==> src/llbc_pkg.sv <==
// shared types and constants for the leveled lru byte budget cache
// no dependencies

package llbc_pkg;

    localparam int SLOTS_DEF  = 32;
    localparam int LEVELS_DEF = 8;
    localparam logic [31:0] CAP_RESET    = 32'd16777216;
    localparam logic [31:0] THRESH_RESET = 32'd262144;

    typedef enum logic [1:0] {
        FN_INSERT = 2'd0,
        FN_TOUCH  = 2'd1,
        FN_DELETE = 2'd2,
        FN_QUERY  = 2'd3
    } func_t;

    typedef enum logic [2:0] {
        ST_OK      = 3'd0,
        ST_CACHED  = 3'd1,
        ST_LARGE   = 3'd2,
        ST_NOVICT  = 3'd3,
        ST_EMPTY   = 3'd4
    } status_t;

    localparam logic CFG_CAPACITY  = 1'b0;
    localparam logic CFG_THRESHOLD = 1'b1;

    // command broadcast from the controller to every cell
    typedef struct packed {
        logic        ins;      // load this cell if sel
        logic        del;      // free this cell if sel
        logic        touch;    // stamp this cell with new age if sel
        logic [31:0] size;
        logic [3:0]  level;
        logic        flush;
        logic [31:0] stamp;
    } cell_cmd_t;

endpackage

==> src/llbc_cell.sv <==
// one cache slot cell: holds valid, size, level, flush and recency stamp
// the chain passes the running best victim candidate cell to cell
// depends on llbc_pkg

module llbc_cell
    import llbc_pkg::*;
#(
    parameter int LW = 4,
    parameter int SW = 5
)
(
    input  logic            clk,
    input  logic            rst_n,
    input  logic            sel,
    input  cell_cmd_t       cmd,
    input  logic [LW-1:0]   min_level,
    // candidate arriving from the previous cell
    input  logic            in_found,
    input  logic [LW-1:0]   in_level,
    input  logic [31:0]     in_stamp,
    input  logic [SW-1:0]   in_idx,
    input  logic [SW-1:0]   my_idx,
    output logic            out_found,
    output logic [LW-1:0]   out_level,
    output logic [31:0]     out_stamp,
    output logic [SW-1:0]   out_idx,
    output logic            valid,
    output logic [31:0]     size,
    output logic            flush,
    output logic [LW-1:0]   level
);

    logic          valid_reg;
    logic [31:0]   size_reg;
    logic          flush_reg;
    logic [LW-1:0] level_reg;
    logic [31:0]   stamp_reg;
    logic          better;

    always_ff @(posedge clk or negedge rst_n)
    begin
        if (!rst_n)
        begin
            valid_reg <= 1'b0;
        end
        else if (sel && cmd.ins)
        begin
            valid_reg <= 1'b1;
        end
        else if (sel && cmd.del)
        begin
            valid_reg <= 1'b0;
        end
    end

    always_ff @(posedge clk)
    begin
        if (sel && cmd.ins)
        begin
            size_reg  <= cmd.size;
            flush_reg <= cmd.flush;
            level_reg <= cmd.level[LW-1:0];
        end
        if (sel && (cmd.ins || cmd.touch))
        begin
            stamp_reg <= cmd.stamp;
        end
    end

    // higher level wins, then older stamp
    always_comb
    begin
        better = 1'b0;
        if (valid_reg && level_reg > min_level)
        begin
            if (!in_found || level_reg > in_level)
                better = 1'b1;
            else if (level_reg == in_level && stamp_reg < in_stamp)
                better = 1'b1;
        end
    end

    assign out_found = in_found || better;
    assign out_level = better ? level_reg : in_level;
    assign out_stamp = better ? stamp_reg : in_stamp;
    assign out_idx   = better ? my_idx : in_idx;
    assign valid     = valid_reg;
    assign size      = size_reg;
    assign flush     = flush_reg;
    assign level     = level_reg;

endmodule

==> config.mk <==
export PLATFORM = sky130hd
export DESIGN_NAME = llbc_cell
export DESIGN_NICKNAME = d
export VERILOG_FILES = /design/src/llbc_pkg.sv /design/src/llbc_cell.sv
export SDC_FILE = /design/constraint.sdc
export NUM_CORES = 1
export LEC_CHECK = 0
export BUFFER_PORTS_ARGS = -buffer_cell sky130_fd_sc_hd__buf_2
export CORE_ASPECT_RATIO = 1.5
export CORE_MARGIN = 4
export CORE_UTILIZATION = 30
export CTS_BUF_LIST = sky130_fd_sc_hd__clkbuf_16
export DETAILED_ROUTE_END_ITERATION = 12
export PLACE_DENSITY = 0.67
export SLEW_MARGIN = 10
export SYNTH_ARGS = -nofsm -noshare
export SYNTH_HDL_FRONTEND = slang
export SYNTH_SLANG_ARGS = --single-unit
==> constraint.sdc <==
create_clock -name clk -period 5.35 [get_ports clk]
set_input_delay 1.07 -clock clk [delete_from_list [all_inputs] [get_ports clk]]
set_output_delay 1.07 -clock clk [all_outputs]
set_load 0.005 [all_outputs]
After elaboration in Yosys (flattened, before gate mapping)

Index checks and enable logic that the tools add are counted.
Widths: inputs -> output; s select.

Logic and storage cells: 27
Output and inout port bits: 80
Bits in registers: 70
Input port bits: 126

Magnitude comparators: 3
Reduce and logical (&&, ||, !) cells: 10
Eq/ne operators: 1
Muxes and demuxes: 8

Operator list:

| operator          | count |
|---|---|
| $lt 32x32->1      | 1 |
| $mux 32           | 1 |
| $gt 4x4->1        | 2 |
| $logic_and 1x1->1 | 5 |
| $mux 1            | 5 |
| $mux 5            | 1 |
| $eq 4x4->1        | 1 |
| $mux 4            | 1 |
| $logic_or 1x1->1  | 3 |
| $reduce_bool 2->1 | 1 |
| $logic_not 1->1   | 1 |

Longest topological paths before layout

Depth in word-level cells: 6
Gate-level depth with buffers: 9
Mapped depth without buffers: 8

Worst setup path before layout

Ideal clock, no wire load.

Path type: input to output
Start point: in in_stamp[30]
End point: out out_level[0]
Slack: 1,200 ps
Cell stages on the path: 9
Arrival time: 3,080 ps
Path buffers: 1
Path through: inv_1 -> ha_1 -> a21oi_1 -> nand2_1 -> a211oi_1 -> o2111ai_1 -> a2111oi_4 -> buf_6 -> mux2_2

Word-level cells in the longest chain between the ends: 6

RTL lines:

| element           | line            | RTL |
|---|---|---|
| start, declared   | llbc_cell.sv:20 | `input logic [31:0] in_stamp,` |
| $lt 32x32->1      | llbc_cell.sv:78 | `else if (level_reg == in_level && stamp_reg < in_stamp)` |
| $logic_and 1x1->1 | llbc_cell.sv:78 |  |
| $mux 1            | llbc_cell.sv:78 |  |
| $mux 1            | llbc_cell.sv:76 | `if (!in_found \|\| level_reg > in_level)` |
| $mux 1            | llbc_cell.sv:74 | `if (valid_reg && level_reg > min_level)` |
| $mux 4            | llbc_cell.sv:84 | `assign out_level = better ? level_reg : in_level;` |
| end, declared     | llbc_cell.sv:24 | `output logic [LW-1:0] out_level,` |

No other way between the ends.

Final worst setup path

Start point: in in_stamp[13]
End point: out out_stamp[11]

Word-level cells in the longest chain between the ends: 6

RTL lines:

| element           | line            | RTL |
|---|---|---|
| $lt 32x32->1      | llbc_cell.sv:78 |  |
| $logic_and 1x1->1 | llbc_cell.sv:78 |  |
| $mux 1            | llbc_cell.sv:78 |  |
| $mux 1            | llbc_cell.sv:76 |  |
| $mux 1            | llbc_cell.sv:74 |  |
| $mux 32           | llbc_cell.sv:85 | `assign out_stamp = better ? stamp_reg : in_stamp;` |
| end, declared     | llbc_cell.sv:25 | `output logic [31:0] out_stamp,` |

No other way between the ends.

==> flow_summary.json <==
{
  "p_switching_uw": 394,
  "htreeDepth": 3,
  "reg2reg_depth": 1,
  "synth_edf_count": 69,
  "synth-seq-cells": 70,
  "rsz0062_at_grt": "false",
  "cpMostUsedCell": "buf_2",
  "vdd_ir_drop_max_mv": 0.289,
  "rrSetupSlack_ps": 4660,
  "drive_above_1_share_pct": 54.9,
  "async_reset_ff_share_pct": 1.43,
  "clock_sinks": 70,
  "synthesis.area_mm2": 0.00364,
  "status": "complete, no violations",
  "cts_buffer_depth": 2,
  "row_count": 49,
  "wirelength_um": 9820,
  "die_area_mm2": 0.0140,
  "drt_first_pass_iters": 5,
  "worst_pin_slew_ps": 887,
  "slowest_stage": "a2111oi_4",
  "max_cap_viol_count": 0,
  "synth-main-ff-cell": "edfxtp_1",
  "clock_latency_ps": 330,
  "max_slew_margin_pct": 40.8,
  "post-synth-top-count-cell": "edfxtp_1",
  "fmax_mhz": 211,
  "grt_pass1_wl_um": 15100,
  "worst-path-buf-inv": 4,
  "report.final.hold_viol_count": 0,
  "critPathKind": "input pin to output port",
  "finalSetupTns_ps": 0,
  "power_density_mw_per_mm2": 303,
  "startpoint_type": "input pin",
  "yosysTopAreaCell": "edfxtp_1",
  "post_cts_resized": 0,
  "crit_path_end_kind": "output port",
  "syn-num-nets": 428,
  "syn_to_final_growth_pct": 41.4,
  "antenna_found_initial": 0,
  "cts_hold_buf": 0,
  "placeableCoreArea_mm2": 0.0120,
  "diodes": 0,
  "dp_cells": 620,
  "syn_avg_cell_area_um2": 13.9,
  "synth_cell_type_count": 28,
  "r2r-end": "valid",
  "p_seq_share_pct": 43.0,
  "postRouteAntennaNets": 0,
  "nets": 643,
  "power_leakage_uw": 0.00242,
  "first_global_vias": 3050,
  "cts_buffers": 9,
  "vias": 2883,
  "netlist_instances": 263,
  "post_cts_buffers": 0,
  "overflow": 0,
  "setup-violations-final": 0,
  "final_cells": 636,
  "comb_power_share_pct": 17.6,
  "yosysSeqAreaShare_pct": 57.5,
  "ys_warn_count": 0,
  "routabilityCongestion": 0.791,
  "grt_max_degree": 33,
  "swShare_pct": 25.2,
  "wl_per_cell_um": 15.4,
  "hold_path_class": "input pin to asynchronous set/reset pin",
  "path_clk_slew_ps": 60,
  "drcViolationCount": 0,
  "netlist_top_cells_count": "edfxtp_1, inv_1, ha_1, mux2_2",
  "portBuffers": 205,
  "clkPwrFrac_pct": 39.4,
  "critPathMaxFanout": 23,
  "dieWidth_um": 98.0,
  "period_share_pct": 88.4,
  "die_h_um": 143,
  "crit_required_ps": 4280,
  "multi_input_area_mm2": 0.00135,
  "path_delay_family": "compound AO/OA/AOI/OAI gates",
  "final.setup.worst_slack_ps": 621,
  "fillers": 1137,
  "pre_cts_slack_ps": 524,
  "fin_skew_ps": 0,
  "maxSlewViolCount": 0,
  "seq_area_mm2": 0.00210,
  "cts_tree": "built",
  "slowest_delay_ps": 380,
  "r2r-start": "valid",
  "hold_ws_ps": 498,
  "synth_top_cell_area_share_pct": 56.8,
  "power.internal_uw": 1170,
  "clock-root-buffer": "clkbuf_16",
  "period_minus_slack_ps": 4730,
  "vias_per_cell": 4.53,
  "finalPower_uw": 1560,
  "grt_usage_pct": 13.9,
  "start_util_pct": 30.5,
  "crit_arrival_ps": 3660,
  "cp_cell_sequence": "buf_2, inv_1, ha_1, a211oi_1, nor2_1, nor4_1, a31oi_1, a2111oi_4, buf_4, mux2_2, buf_2",
  "ios": 206,
  "ys_top_cells_by_area": "edfxtp_1, ha_1, mux2_2",
  "drtIter0Drc": 59,
  "hpwl_um": 8090
}
-- cells in the final DEF (no fill, tap or decap), types with 2 or more instances in the layout --
| cell type | instances |
|---|---|
| ha_1 | 39 |
| buf_4 | 3 |
| a21oi_1 | 11 |
| inv_8 | 2 |
| buf_2 | 205 |
| mux2_1 | 2 |
| nor3_1 | 3 |
| inv_1 | 40 |
| a21o_1 | 3 |
| nand3_1 | 4 |
| nor2_1 | 5 |
| edfxtp_1 | 69 |
| o21ai_0 | 7 |
| a211oi_1 | 4 |
| inv_6 | 2 |
| nand4_1 | 8 |
| clkbuf_16 | 9 |
| nand2_1 | 11 |
| mux2_2 | 39 |
| nor4_1 | 2 |
-- power groups by stage --
| stage | Sequential, uW | Clock, uW | Combinational [uW] |
|---|---|---|---|
| 2_1_floorplan | 679 | 0 | 147 |
| 3_3_place_gp | 682 | 0 | 272 |
| 3_5_place_dp | 684 | 0 | 278 |
| 4_1_cts | 672 | 636 | 281 |
| 5_1_grt | 676 | 660 | 309 |
| 6_report | 672 | 616 | 275 |
-- cell type report --
class	count	share of cell area [%]
Clock buffer	9	4.37
Clock inverter	7	1.68
Inverter	40	2.91
Multi-Input combinational cell	149	26.3
Sequential cell	70	40.7
Tap cell	153	3.72
Timing Repair Buffer	208	20.3
-- metrics by stage --
stage	utilization, %	cell area, um2
final	43.1	5150
after CTS	43.1	5150
after detailed placement	40.5	4840
after floorplan	-	3640
after global routing	43.1	5150
after global placement	40.5	4840
-- kinds of logic (layout without fill, tap and decap cells) --
group                      count (synthesis)  in the layout  share of synthesized area [%]
AOI/OAI and AO/OA                         31             31                           5.73
DFF                                       70             70                           57.5
muxes                                     41             41                           12.7
adders and majority gates                 39             39                           13.4
buffers and inverters                     44            264                           5.36
and+or+nand+nor                           38             38                           5.32
-- worst max-delay path by stage --
stage | startpoint | end | slack, ps | cells past startpoint
final | in_stamp[13] | out_stamp[11] | 620 | 11
after global routing | in_stamp[13] | out_stamp[10] | 420 | 11
after CTS | in_stamp[13] | out_stamp[10] | 520 | 11
after detailed placement | in_stamp[13] | out_stamp[11] | 520 | 11
after global placement | in_stamp[13] | out_stamp[20] | 560 | 11
after floorplan | in_stamp[30] | out_level[0] | 1200 | 9
-- layer usage --
layer | share of wire [%] | wire (um) | global-route usage [%]
met1 | 35 | 3430 | 14.0
met2 | 54 | 5340 | 25.9
met3 | 8.9 | 871 | 5.38
met4 | 1.9 | 182 | 4.96
met5 | 0 | 0 | 0
Note: power is estimated with default switching activity, not from simulation.
